===== src/rtl/core/xxe_pkg.sv =====
// shared types, constants and character helpers of the xxencode stream encoder
package xxe_pkg;

	// line geometry
	localparam int LINE_BYTES = 45;
	localparam int FILL_W     = $clog2(LINE_BYTES + 1);
	localparam int ADDR_W     = $clog2(LINE_BYTES);
	localparam int BYTES_PER_GRP = 3;

	// word field widths
	localparam int BYTE_W  = 8;
	localparam int CHAR_W  = 7;
	localparam int COUNT_W = 3;

	// fixed characters
	localparam logic [CHAR_W-1:0] CH_NL   = 7'h0A;
	localparam logic [CHAR_W-1:0] CH_PLUS = 7'h2B;
	localparam logic [CHAR_W-1:0] CH_E    = 7'h65;
	localparam logic [CHAR_W-1:0] CH_N    = 7'h6E;
	localparam logic [CHAR_W-1:0] CH_D    = 7'h64;

	// output group select
	typedef enum logic [2:0] {
		SEL_HEAD = 3'd0,
		SEL_LEN  = 3'd1,
		SEL_DATA = 3'd2,
		SEL_NL   = 3'd3,
		SEL_PLUS = 3'd4,
		SEL_END  = 3'd5
	} grp_sel_t;

	// controller to datapath
	typedef struct packed {
		logic       take;
		logic       ld_out;
		grp_sel_t   sel;
		logic [1:0] head_idx;
		logic       last;
		logic       base_clr;
		logic       base_inc;
		logic       fetch_en;
		logic [1:0] fetch_k;
	} xxe_cmd_t;

	// datapath to controller
	typedef struct packed {
		logic line_go;
		logic out_free;
		logic more_grp;
	} xxe_sts_t;

	// six-bit value to xxencode alphabet character
	function automatic logic [CHAR_W-1:0] code_of(input logic [5:0] v);
		logic [CHAR_W-1:0] w;
		begin
			w = {1'b0, v};
			if (v == 6'd0) begin
				code_of = CH_PLUS;
			end else if (v == 6'd1) begin
				code_of = 7'h2D;
			end else if (v < 6'd12) begin
				code_of = w + 7'd46;
			end else if (v < 6'd38) begin
				code_of = w + 7'd53;
			end else begin
				code_of = w + 7'd59;
			end
		end
	endfunction

	// header text "begin 644 -\n" in three four-character groups
	function automatic logic [4*CHAR_W-1:0] head_grp(input logic [1:0] idx);
		begin
			case (idx)
				2'd0:    head_grp = {7'h62, 7'h65, 7'h67, 7'h69};
				2'd1:    head_grp = {7'h6E, 7'h20, 7'h36, 7'h34};
				default: head_grp = {7'h34, 7'h20, 7'h2D, CH_NL};
			endcase
		end
	endfunction

endpackage


===== src/rtl/core/xxe_if.sv =====
// stream interfaces: raw byte words in, character group words out
interface xxe_byte_if;
	logic       valid;
	logic       ready;
	logic [7:0] data_byte;
	logic       end_of_data;

	modport source (output valid, data_byte, end_of_data, input ready);
	modport sink   (input valid, data_byte, end_of_data, output ready);
endinterface

interface xxe_text_if;
	logic       valid;
	logic       ready;
	logic [6:0] char_0;
	logic [6:0] char_1;
	logic [6:0] char_2;
	logic [6:0] char_3;
	logic [2:0] char_count;
	logic       last_of_run;
	logic       end_of_output;

	modport source (output valid, char_0, char_1, char_2, char_3, char_count,
		last_of_run, end_of_output, input ready);
	modport sink   (input valid, char_0, char_1, char_2, char_3, char_count,
		last_of_run, end_of_output, output ready);
endinterface


===== src/rtl/core/xxe_ram.sv =====
// generic single write port ram with registered read
module xxe_ram #(
	parameter int WIDTH = 8,
	parameter int DEPTH = 45
) (
	input  logic                     clk,
	input  logic                     we,
	input  logic [$clog2(DEPTH)-1:0] wa,
	input  logic [WIDTH-1:0]         wd,
	input  logic                     re,
	input  logic [$clog2(DEPTH)-1:0] ra,
	output logic [WIDTH-1:0]         rd
);

	logic [WIDTH-1:0] mem_q [DEPTH];

	// write port
	always_ff @(posedge clk) begin
		if (we) begin
			mem_q[wa] <= wd;
		end
	end

	// registered read port
	always_ff @(posedge clk) begin
		if (re) begin
			rd <= mem_q[ra];
		end
	end

endmodule


===== src/rtl/core/xxe_ctrl.sv =====
// sequencer of header, line and trailer groups
module xxe_ctrl (
	input  logic             clk,
	input  logic             arst_n,
	input  logic             in_valid,
	input  logic             in_end,
	output logic             in_ready,
	input  xxe_pkg::xxe_sts_t sts,
	output xxe_pkg::xxe_cmd_t cmd
);
	import xxe_pkg::*;

	typedef enum logic [7:0] {
		ST_IDLE  = 8'b0000_0001,
		ST_HEAD  = 8'b0000_0010,
		ST_LEN   = 8'b0000_0100,
		ST_FETCH = 8'b0000_1000,
		ST_GRP   = 8'b0001_0000,
		ST_NL    = 8'b0010_0000,
		ST_PLUS  = 8'b0100_0000,
		ST_END   = 8'b1000_0000
	} state_t;

	state_t     state_q, state_d;
	logic [1:0] head_idx_q, head_idx_d;
	logic [1:0] fetch_k_q, fetch_k_d;
	logic       hdr_done_q, hdr_done_d;
	logic       end_q, end_d;
	logic       go_q, go_d;

	// next state and commands
	always_comb begin
		state_d    = state_q;
		head_idx_d = head_idx_q;
		fetch_k_d  = fetch_k_q;
		hdr_done_d = hdr_done_q;
		end_d      = end_q;
		go_d       = go_q;
		cmd        = '0;
		cmd.sel      = SEL_HEAD;
		cmd.head_idx = head_idx_q;
		cmd.fetch_k  = fetch_k_q;
		in_ready   = 1'b0;
		unique case (state_q)
			ST_IDLE: begin
				in_ready = 1'b1;
				if (in_valid) begin
					cmd.take   = 1'b1;
					end_d      = in_end;
					go_d       = sts.line_go;
					hdr_done_d = !in_end;
					head_idx_d = 2'd0;
					if (!hdr_done_q) begin
						state_d = ST_HEAD;
					end else if (sts.line_go) begin
						state_d = ST_LEN;
					end else if (in_end) begin
						state_d = ST_PLUS;
					end
				end
			end
			ST_HEAD: begin
				if (sts.out_free) begin
					cmd.ld_out = 1'b1;
					cmd.sel    = SEL_HEAD;
					cmd.last   = (head_idx_q == 2'd2) && !end_q && !go_q;
					head_idx_d = head_idx_q + 2'd1;
					if (head_idx_q == 2'd2) begin
						if (go_q) begin
							state_d = ST_LEN;
						end else if (end_q) begin
							state_d = ST_PLUS;
						end else begin
							state_d = ST_IDLE;
						end
					end
				end
			end
			ST_LEN: begin
				if (sts.out_free) begin
					cmd.ld_out   = 1'b1;
					cmd.sel      = SEL_LEN;
					cmd.base_clr = 1'b1;
					fetch_k_d    = 2'd0;
					state_d      = ST_FETCH;
				end
			end
			ST_FETCH: begin
				cmd.fetch_en = 1'b1;
				fetch_k_d    = fetch_k_q + 2'd1;
				if (fetch_k_q == 2'd3) begin
					state_d = ST_GRP;
				end
			end
			ST_GRP: begin
				if (sts.out_free) begin
					cmd.ld_out   = 1'b1;
					cmd.sel      = SEL_DATA;
					cmd.base_inc = 1'b1;
					fetch_k_d    = 2'd0;
					state_d      = sts.more_grp ? ST_FETCH : ST_NL;
				end
			end
			ST_NL: begin
				if (sts.out_free) begin
					cmd.ld_out = 1'b1;
					cmd.sel    = SEL_NL;
					cmd.last   = !end_q;
					state_d    = end_q ? ST_PLUS : ST_IDLE;
				end
			end
			ST_PLUS: begin
				if (sts.out_free) begin
					cmd.ld_out = 1'b1;
					cmd.sel    = SEL_PLUS;
					state_d    = ST_END;
				end
			end
			ST_END: begin
				if (sts.out_free) begin
					cmd.ld_out = 1'b1;
					cmd.sel    = SEL_END;
					cmd.last   = 1'b1;
					state_d    = ST_IDLE;
				end
			end
			default: begin
				state_d = ST_IDLE;
			end
		endcase
	end

	// control registers
	always_ff @(posedge clk or negedge arst_n) begin
		if (!arst_n) begin
			state_q    <= ST_IDLE;
			head_idx_q <= 2'd0;
			fetch_k_q  <= 2'd0;
			hdr_done_q <= 1'b0;
			end_q      <= 1'b0;
			go_q       <= 1'b0;
		end else begin
			state_q    <= state_d;
			head_idx_q <= head_idx_d;
			fetch_k_q  <= fetch_k_d;
			hdr_done_q <= hdr_done_d;
			end_q      <= end_d;
			go_q       <= go_d;
		end
	end

`ifndef SYNTHESIS
	// a group is only loaded into a free output register
	a_load_free: assert property (@(posedge clk) disable iff (!arst_n)
		cmd.ld_out |-> sts.out_free)
		else $error("group loaded while output register busy");

	// closing group ends the stream and rearms the header
	a_end_rearm: assert property (@(posedge clk) disable iff (!arst_n)
		(state_q == ST_END && sts.out_free) |=> (state_q == ST_IDLE && !hdr_done_q))
		else $error("stream not closed after end group");

	// three byte reads always lead to a data group
	a_fetch_grp: assert property (@(posedge clk) disable iff (!arst_n)
		(state_q == ST_FETCH && fetch_k_q == 2'd3) |=> (state_q == ST_GRP))
		else $error("fetch did not finish into a data group");
`endif

endmodule


===== src/rtl/core/xxe_dp.sv =====
// datapath: line fill, byte fetch, group build and output register
module xxe_dp (
	input  logic                  clk,
	input  logic                  arst_n,
	input  logic [7:0]            data_byte,
	input  logic                  end_of_data,
	input  logic                  out_ready,
	input  xxe_pkg::xxe_cmd_t     cmd,
	output xxe_pkg::xxe_sts_t     sts,
	output logic                  ram_we,
	output logic [xxe_pkg::ADDR_W-1:0] ram_wa,
	output logic [7:0]            ram_wd,
	output logic                  ram_re,
	output logic [xxe_pkg::ADDR_W-1:0] ram_ra,
	input  logic [7:0]            ram_rd,
	output logic                  out_valid,
	output logic [6:0]            char_0,
	output logic [6:0]            char_1,
	output logic [6:0]            char_2,
	output logic [6:0]            char_3,
	output logic [2:0]            char_count,
	output logic                  last_of_run,
	output logic                  end_of_output
);
	import xxe_pkg::*;

	logic [FILL_W-1:0]  fill_q;
	logic [FILL_W-1:0]  count_q;
	logic [FILL_W-1:0]  base_q;
	logic [FILL_W:0]    rd_pos;
	logic               ok_s1;
	logic [BYTE_W-1:0]  bytes_q [BYTES_PER_GRP];
	logic [23:0]        trip;
	logic               out_valid_q;
	logic [4*CHAR_W-1:0] grp;
	logic [COUNT_W-1:0] grp_n;

	// status toward the controller
	assign sts.line_go  = end_of_data ? (fill_q != '0)
		: (fill_q == FILL_W'(LINE_BYTES - 1));
	assign sts.out_free = !out_valid_q || out_ready;
	assign sts.more_grp = ({1'b0, base_q} + (FILL_W+1)'(BYTES_PER_GRP)) < {1'b0, count_q};

	// line store write on a data word
	assign ram_we = cmd.take && !end_of_data;
	assign ram_wa = ADDR_W'(fill_q);
	assign ram_wd = data_byte;

	// byte fetch for one four-character group
	assign rd_pos = {1'b0, base_q} + {{(FILL_W-1){1'b0}}, cmd.fetch_k};
	assign ram_re = cmd.fetch_en && (cmd.fetch_k != 2'd3);
	assign ram_ra = ADDR_W'(rd_pos);

	// fill count and line length
	always_ff @(posedge clk or negedge arst_n) begin
		if (!arst_n) begin
			fill_q <= '0;
		end else if (cmd.take) begin
			if (end_of_data || fill_q == FILL_W'(LINE_BYTES - 1)) begin
				fill_q <= '0;
			end else begin
				fill_q <= fill_q + 1'b1;
			end
		end
	end

	always_ff @(posedge clk) begin
		if (cmd.take) begin
			count_q <= end_of_data ? fill_q : FILL_W'(LINE_BYTES);
		end
		if (cmd.base_clr) begin
			base_q <= '0;
		end else if (cmd.base_inc) begin
			base_q <= base_q + FILL_W'(BYTES_PER_GRP);
		end
		if (ram_re) begin
			ok_s1 <= rd_pos < {1'b0, count_q};
		end
		if (cmd.fetch_en && cmd.fetch_k != 2'd0) begin
			bytes_q[cmd.fetch_k - 2'd1] <= ok_s1 ? ram_rd : '0;
		end
	end

	// group build
	assign trip = {bytes_q[0], bytes_q[1], bytes_q[2]};

	always_comb begin
		grp   = '0;
		grp_n = 3'd1;
		unique case (cmd.sel)
			SEL_HEAD: begin
				grp   = head_grp(cmd.head_idx);
				grp_n = 3'd4;
			end
			SEL_LEN: begin
				grp = {code_of(6'(count_q)), {(3*CHAR_W){1'b0}}};
			end
			SEL_DATA: begin
				grp   = {code_of(trip[23:18]), code_of(trip[17:12]),
					code_of(trip[11:6]), code_of(trip[5:0])};
				grp_n = 3'd4;
			end
			SEL_NL: begin
				grp = {CH_NL, {(3*CHAR_W){1'b0}}};
			end
			SEL_PLUS: begin
				grp   = {CH_PLUS, CH_NL, {(2*CHAR_W){1'b0}}};
				grp_n = 3'd2;
			end
			SEL_END: begin
				grp   = {CH_E, CH_N, CH_D, CH_NL};
				grp_n = 3'd4;
			end
			default: begin
				grp = '0;
			end
		endcase
	end

	// output register valid
	always_ff @(posedge clk or negedge arst_n) begin
		if (!arst_n) begin
			out_valid_q <= 1'b0;
		end else if (cmd.ld_out) begin
			out_valid_q <= 1'b1;
		end else if (out_ready) begin
			out_valid_q <= 1'b0;
		end
	end

	// output register payload
	always_ff @(posedge clk) begin
		if (cmd.ld_out) begin
			char_0        <= grp[4*CHAR_W-1:3*CHAR_W];
			char_1        <= grp[3*CHAR_W-1:2*CHAR_W];
			char_2        <= grp[2*CHAR_W-1:CHAR_W];
			char_3        <= grp[CHAR_W-1:0];
			char_count    <= grp_n;
			last_of_run   <= cmd.last;
			end_of_output <= (cmd.sel == SEL_END);
		end
	end

	assign out_valid = out_valid_q;

endmodule


===== src/rtl/core/xxencode_stream_encoder_core.sv =====
// xxencode stream encoder top level: byte words in, character group words out
// a data word that does not complete a line is taken while the sequencer is idle
// a word that causes output moves the sequencer to its header, length or trailer state
// and each group waits for a free output register; line groups come from the single
// read port of the line store (three reads, one capture, then the group load)
// reset clears the sequencer, fill count, header flag and output valid; the
// line store is not cleared; unfilled positions read at a line end give zero bytes
module xxencode_stream_encoder_core (
	input  logic        clk,
	input  logic        arst_n,
	xxe_byte_if.sink    byte_stream,
	xxe_text_if.source  text_stream
);
	import xxe_pkg::*;

	xxe_cmd_t          cmd;
	xxe_sts_t          sts;
	logic              ram_we;
	logic [ADDR_W-1:0] ram_wa;
	logic [7:0]        ram_wd;
	logic              ram_re;
	logic [ADDR_W-1:0] ram_ra;
	logic [7:0]        ram_rd;
	logic              in_ready;

	assign byte_stream.ready = in_ready;

	// sequencer
	xxe_ctrl u_ctrl (
		.clk      (clk),
		.arst_n   (arst_n),
		.in_valid (byte_stream.valid),
		.in_end   (byte_stream.end_of_data),
		.in_ready (in_ready),
		.sts      (sts),
		.cmd      (cmd)
	);

	// datapath
	xxe_dp u_dp (
		.clk           (clk),
		.arst_n        (arst_n),
		.data_byte     (byte_stream.data_byte),
		.end_of_data   (byte_stream.end_of_data),
		.out_ready     (text_stream.ready),
		.cmd           (cmd),
		.sts           (sts),
		.ram_we        (ram_we),
		.ram_wa        (ram_wa),
		.ram_wd        (ram_wd),
		.ram_re        (ram_re),
		.ram_ra        (ram_ra),
		.ram_rd        (ram_rd),
		.out_valid     (text_stream.valid),
		.char_0        (text_stream.char_0),
		.char_1        (text_stream.char_1),
		.char_2        (text_stream.char_2),
		.char_3        (text_stream.char_3),
		.char_count    (text_stream.char_count),
		.last_of_run   (text_stream.last_of_run),
		.end_of_output (text_stream.end_of_output)
	);

	// line store
	xxe_ram #(
		.WIDTH (BYTE_W),
		.DEPTH (LINE_BYTES)
	) u_line_ram (
		.clk (clk),
		.we  (ram_we),
		.wa  (ram_wa),
		.wd  (ram_wd),
		.re  (ram_re),
		.ra  (ram_ra),
		.rd  (ram_rd)
	);

endmodule

===== src/flat_wrapper.sv =====
// flat-port wrapper written by rule: the top's interface ports become plain ports
module xxencode_stream_encoder_core_flat import xxe_pkg::*;
  (clk, arst_n, byte_stream_valid, byte_stream_data_byte, byte_stream_end_of_data, byte_stream_ready, text_stream_valid, text_stream_char_0, text_stream_char_1, text_stream_char_2, text_stream_char_3, text_stream_char_count, text_stream_last_of_run, text_stream_end_of_output, text_stream_ready);
  xxe_byte_if byte_stream_i ();
  xxe_text_if text_stream_i ();
  input  logic clk;
  input  logic arst_n;
  input wire logic [$bits(byte_stream_i.valid)-1:0] byte_stream_valid;
  input wire logic [$bits(byte_stream_i.data_byte)-1:0] byte_stream_data_byte;
  input wire logic [$bits(byte_stream_i.end_of_data)-1:0] byte_stream_end_of_data;
  output wire logic [$bits(byte_stream_i.ready)-1:0] byte_stream_ready;
  output wire logic [$bits(text_stream_i.valid)-1:0] text_stream_valid;
  output wire logic [$bits(text_stream_i.char_0)-1:0] text_stream_char_0;
  output wire logic [$bits(text_stream_i.char_1)-1:0] text_stream_char_1;
  output wire logic [$bits(text_stream_i.char_2)-1:0] text_stream_char_2;
  output wire logic [$bits(text_stream_i.char_3)-1:0] text_stream_char_3;
  output wire logic [$bits(text_stream_i.char_count)-1:0] text_stream_char_count;
  output wire logic [$bits(text_stream_i.last_of_run)-1:0] text_stream_last_of_run;
  output wire logic [$bits(text_stream_i.end_of_output)-1:0] text_stream_end_of_output;
  input wire logic [$bits(text_stream_i.ready)-1:0] text_stream_ready;
  assign byte_stream_i.valid = byte_stream_valid;
  assign byte_stream_i.data_byte = byte_stream_data_byte;
  assign byte_stream_i.end_of_data = byte_stream_end_of_data;
  assign byte_stream_ready = byte_stream_i.ready;
  assign text_stream_valid = text_stream_i.valid;
  assign text_stream_char_0 = text_stream_i.char_0;
  assign text_stream_char_1 = text_stream_i.char_1;
  assign text_stream_char_2 = text_stream_i.char_2;
  assign text_stream_char_3 = text_stream_i.char_3;
  assign text_stream_char_count = text_stream_i.char_count;
  assign text_stream_last_of_run = text_stream_i.last_of_run;
  assign text_stream_end_of_output = text_stream_i.end_of_output;
  assign text_stream_i.ready = text_stream_ready;
  xxencode_stream_encoder_core u_core (.clk(clk), .arst_n(arst_n), .byte_stream(byte_stream_i), .text_stream(text_stream_i));
endmodule

===== config.mk =====
export PLATFORM = sky130hd
export DESIGN_NAME = xxencode_stream_encoder_core_flat
export DESIGN_NICKNAME = d
export VERILOG_FILES = /design/src/rtl/core/xxe_pkg.sv /design/src/rtl/core/xxe_if.sv /design/src/rtl/core/xxe_ram.sv /design/src/rtl/core/xxe_ctrl.sv /design/src/rtl/core/xxe_dp.sv /design/src/rtl/core/xxencode_stream_encoder_core.sv /design/src/flat_wrapper.sv
export SDC_FILE = /design/constraint.sdc
export NUM_CORES = 1
export LEC_CHECK = 0
export ABC_AREA = 0
export BUFFER_PORTS_ARGS = -buffer_cell sky130_fd_sc_hd__buf_2
export CORE_MARGIN = 1.5
export CORE_UTILIZATION = 67
export DETAILED_ROUTE_END_ITERATION = 16
export HOLD_SLACK_MARGIN = 0.08
export PLACE_DENSITY = 0.89
export RECOVER_POWER = 50
export SLEW_MARGIN = 20
export SYNTH_ARGS = -nofsm -noshare
export SYNTH_HDL_FRONTEND = slang
export SYNTH_HIERARCHICAL = 1
export SYNTH_SLANG_ARGS = --single-unit

===== constraint.sdc =====
create_clock -name clk -period 6.9 [get_ports clk]
set_input_delay 0.69 -clock clk [delete_from_list [all_inputs] [get_ports clk]]
set_output_delay 0.69 -clock clk [all_outputs]
set_load 0.1 [all_outputs]

==> flow_summary_export.csv <==
group,metric,value,unit
logic_synthesis,synthSimpleGateAreaFrac,0.0699,
clock_tree,cts.reportedPaths.clkPinSlew,0.06,ns
power,total_power,9.00,mW
clock_tree,cts_resized,0,
global_routing,antenna_found_initial,1,
timing,fin_crit,4.46,ns
power,p_seq_frac,0.376,
route,routed_wl,45000,um
worst_setup_path,path_cells,"or4_1, nor4_1, and2_1, nor2b_1, nor2b_1, nand3_1, nor2_1",
route,vias_per_cell,6.82,
worst_setup_path,crit_arrival,4.64,ns
timing,finalCritPeriodShare,0.646,
global_routing,grt_max_degree,118,
logic_synthesis,syn-mean-instance-area,15.3,sq um
global_routing,track_usage,0.290,
placed_design,dp_hpwl,28100,um
route,drtPass1Iterations,6,
worst_setup_path,path_common_cell,"nor2b_1",
finish,area_growth_syn_to_layout,8.80,%
finish,layout-drive-gt1-share,0.100,
logic_synthesis,syn_area,20600,sq um
power,pwr-share-clk,0.275,
logic_synthesis,synth_top_flop_cell,"edfxtp_1",
timing,worst_slack,2.44,ns
route,drtIter0Drc,1577,
clock_tree,cts_setup_buffers,0,
hold_path,min_path_type,"in -> async",
worst_setup_path,path_max_fanout,13,
clock_tree,cts_hold_buf,0,
finish,fin_nets,1428,
worst_setup_path,required,7.08,ns
die,die_w,178,um
logic_synthesis,synth_nets,1397,
clock_tree,clk_latency,0.56,ns
clock_tree,clock_sinks,460,
placed_design,preCtsSetupSlack,2.61,ns
power,switching_share,0.351,
timing,slew_viol_final,368,
worst_setup_path,crit_type,"reg -> reg",
logic_synthesis,synthCells,1341,
logic_synthesis,synth_edf_count,432,
route,wl_per_cell,25.0,um
die,boundaryPins,48,
logic_synthesis,synth_cell_types,83,
power,leakage,7.97,nW
global_routing,grt-ovfl-total,0,
power,p_per_area,402,nW/um^2
route,drc_errors,0,
worst_setup_path,endpoint_kind,"flop",
logic_synthesis,synth_compound_area_frac,0.0889,
logic_synthesis,synth-xor-area-share,0.0166,
timing,worst_pin_slew,2.49,ns
logic_synthesis,muxShareOfSynthArea,0.103,
job,max_cap_viol_count,8,
die,die_h,178,um
global_routing,first_global_vias,11800,
placed_design,gp_congestion,0.898,
die,core.rowCount,63,
timing,rsz0062_at_grt,"false",
worst_setup_path,path_delay_family,"simple AND/OR/NAND/NOR gates",
timing,fmax,224,MHz
timing,whs,0.432,ns
logic_synthesis,synth-warning-count,6,
logic_synthesis,yosysSeqAreaShare,0.663,
timing,hold_viol,0,
power,ir_worst_vdd,0.000394,V
finish,diodes,0,
worst_setup_path,rr_worst_depth,7,
die,die-area,31800,sq um
logic_synthesis,yosys.area_share.adder,0.0283,
outcome,violations,"max-capacitance violations, max-slew violations",
clock_tree,numCtsBuffers,45,
die,core-area,30000,sq um
worst_setup_path,path_buf_inv,0,
finish,utilization,0.747,
worst_setup_path,cp_slowest_cell,"nor2_1",
timing,finClkSkew,0.0246,ns
clock_tree,clockRootBuffer,"clkbuf_16",
worst_setup_path,crit_cells,7,
timing,finalSetupTns,0,ns
outcome,status,"finished, violations left",
logic_synthesis,synth_top_family_by_area,"multiplexers",
clock_tree,cts_tree,"done",
power,pwr-share-comb,0.349,
route,ant_nets,0,
die,start_util,0.687,
worst_setup_path,crit_path_start_kind,"flop",
clock_tree,cts_buffer_depth,3,
route,num_vias,12300,
clock_tree,htree_levels,2,
timing,finalSetupViolCount,0,
power,switchingPower,3.16,mW
power,p_int,5.84,mW
worst_setup_path,crit_path_max_incr_delay,0.70,ns
timing,slew_headroom,-0.659,
global_routing,grt_pass1_wl,68200,um
logic_synthesis,synth-seq-cells,460,
placed_design,port_buffers,47,
logic_synthesis,async_reset_ff_frac,0.0478,
-- through the flow --
| step | instance area, sq um | instances |
|---|---|---|
| 6_report | 22400 | 1798 |
| 3_3_place_gp | 20900 | 1715 |
| 2_1_floorplan | 20600 | 1341 |
| 5_1_grt | 22400 | 1798 |
| 3_5_place_dp | 20900 | 1715 |
| 4_1_cts | 22400 | 1798 |
-- worst reg2reg max path, cell delays in order, from the launching register on --
cell,delay [ns]
dfrtp_1,0.47
or4_1,0.62
nor4_1,0.40
and2_1,0.52
nor2b_1,0.67
nor2b_1,0.34
nand3_1,0.36
nor2_1,0.70
-- path summary, 6_finish.rpt --
check                                         startpoint                              to  slack, ns
worst min-delay path                              arst_n        u_core/u_ctrl/hdr_done_q       0.43
worst min register to register  u_core/u_ctrl/hdr_done_q        u_core/u_ctrl/state_q[1]       0.53
worst max-delay path            u_core/u_ctrl/state_q[6]  u_core/u_line_ram/mem_q[37][1]       2.44
min in group clk                       byte_stream_valid        u_core/u_ctrl/state_q[0]       0.50
worst max register to register  u_core/u_ctrl/state_q[6]  u_core/u_line_ram/mem_q[37][1]       2.44
max in group asynchronous                         arst_n           u_core/u_dp/ram_wa[2]       5.67
-- cell usage after synthesis (all sizes together) (23+ instances only) --
cell    number  share of area
a21oi       45          0.011
ha          37          0.023
nand2       45         0.0086
buf         41          0.017
mux4        32          0.037
clkbuf      29         0.0063
a22oi       32          0.012
mux2i      131          0.064
inv         35         0.0064
edfxtp     432           0.63
nor2       118          0.022
o21ai       40         0.0097
xnor2       23         0.0098
-- flip-flops by register name, summed over array words and instances (netlist names), 2 cells and up --
name,count
u_core/u_dp/char_3,7
u_core/u_line_ram/rd,8
u_core/u_dp/char_1,7
u_core/u_ctrl/state_q,8
u_core/u_ctrl/fetch_k_q,2
u_core/u_ctrl/head_idx_q,2
u_core/u_line_ram/mem_q,360
u_core/u_dp/ram_wa,6
u_core/u_dp/char_0,7
u_core/u_dp/base_q,6
u_core/u_dp/char_count,3
u_core/u_dp/bytes_q,24
u_core/u_dp/char_2,7
u_core/u_dp/count_q,6
-- cells by family (layout without fill, tap and decap cells) --
group / Yosys count / count (layout)
compound gates: 249 / 249
xor+xnor: 39 / 39
fa+ha+maj: 43 / 43
buf+inv: 106 / 173
flops: 460 / 460
mux: 167 / 167
simple gates: 277 / 277
-- power groups by stage --
stage / Combinational, mW / Sequential (mW) / Clock [mW]
floorplan: 2.18 / 3.72 / 0
global placement: 2.96 / 3.43 / 0
detailed placement: 3.07 / 3.43 / 0
CTS: 3.12 / 3.38 / 2.50
global route: 3.30 / 3.40 / 2.60
finish: 3.14 / 3.38 / 2.48
-- area by class of cell --
cell class | count | area [sq um]
Clock buffer | 54 | 1180
Clock inverter | 29 | 329
Fill cell | 1708 | 7580
Inverter | 36 | 135
Multi-Input combinational cell | 775 | 6350
Sequential cell | 460 | 13600
Tap cell | 390 | 488
Timing Repair Buffer | 54 | 246
-- per-layer routing --
metal,track usage,wire length (um),vias up,share of wire
met5,0,0,-,0
met4,0.119,2010,0,0.045
met3,0.0499,3960,161,0.088
met2,0.484,22100,797,0.49
met1,0.381,16900,6010,0.38
li1,-,-,5294,-
-- cells in the final DEF (no fill, tap or decap), types with 9 or more instances in the layout --
| cell type | instances |
|---|---|
| clkbuf_16 | 46 |
| nor3_1 | 9 |
| o22ai_1 | 18 |
| nand2b_1 | 12 |
| mux4_2 | 20 |
| a221oi_1 | 17 |
| nand3_1 | 14 |
| o21ai_0 | 40 |
| dfrtp_1 | 21 |
| clkbuf_1 | 51 |
| a22oi_1 | 32 |
| clkinv_2 | 12 |
| xnor2_1 | 22 |
| nor2_1 | 116 |
| a211oi_1 | 13 |
| edfxtp_1 | 432 |
| xor2_1 | 16 |
| mux2i_1 | 131 |
| ha_1 | 36 |
| and2_0 | 10 |
| a22o_1 | 16 |
| nand2_1 | 44 |
| a21o_1 | 11 |
| mux4_1 | 12 |
| inv_1 | 35 |
| a21oi_1 | 45 |
Power figures use the tool's default switching activity.
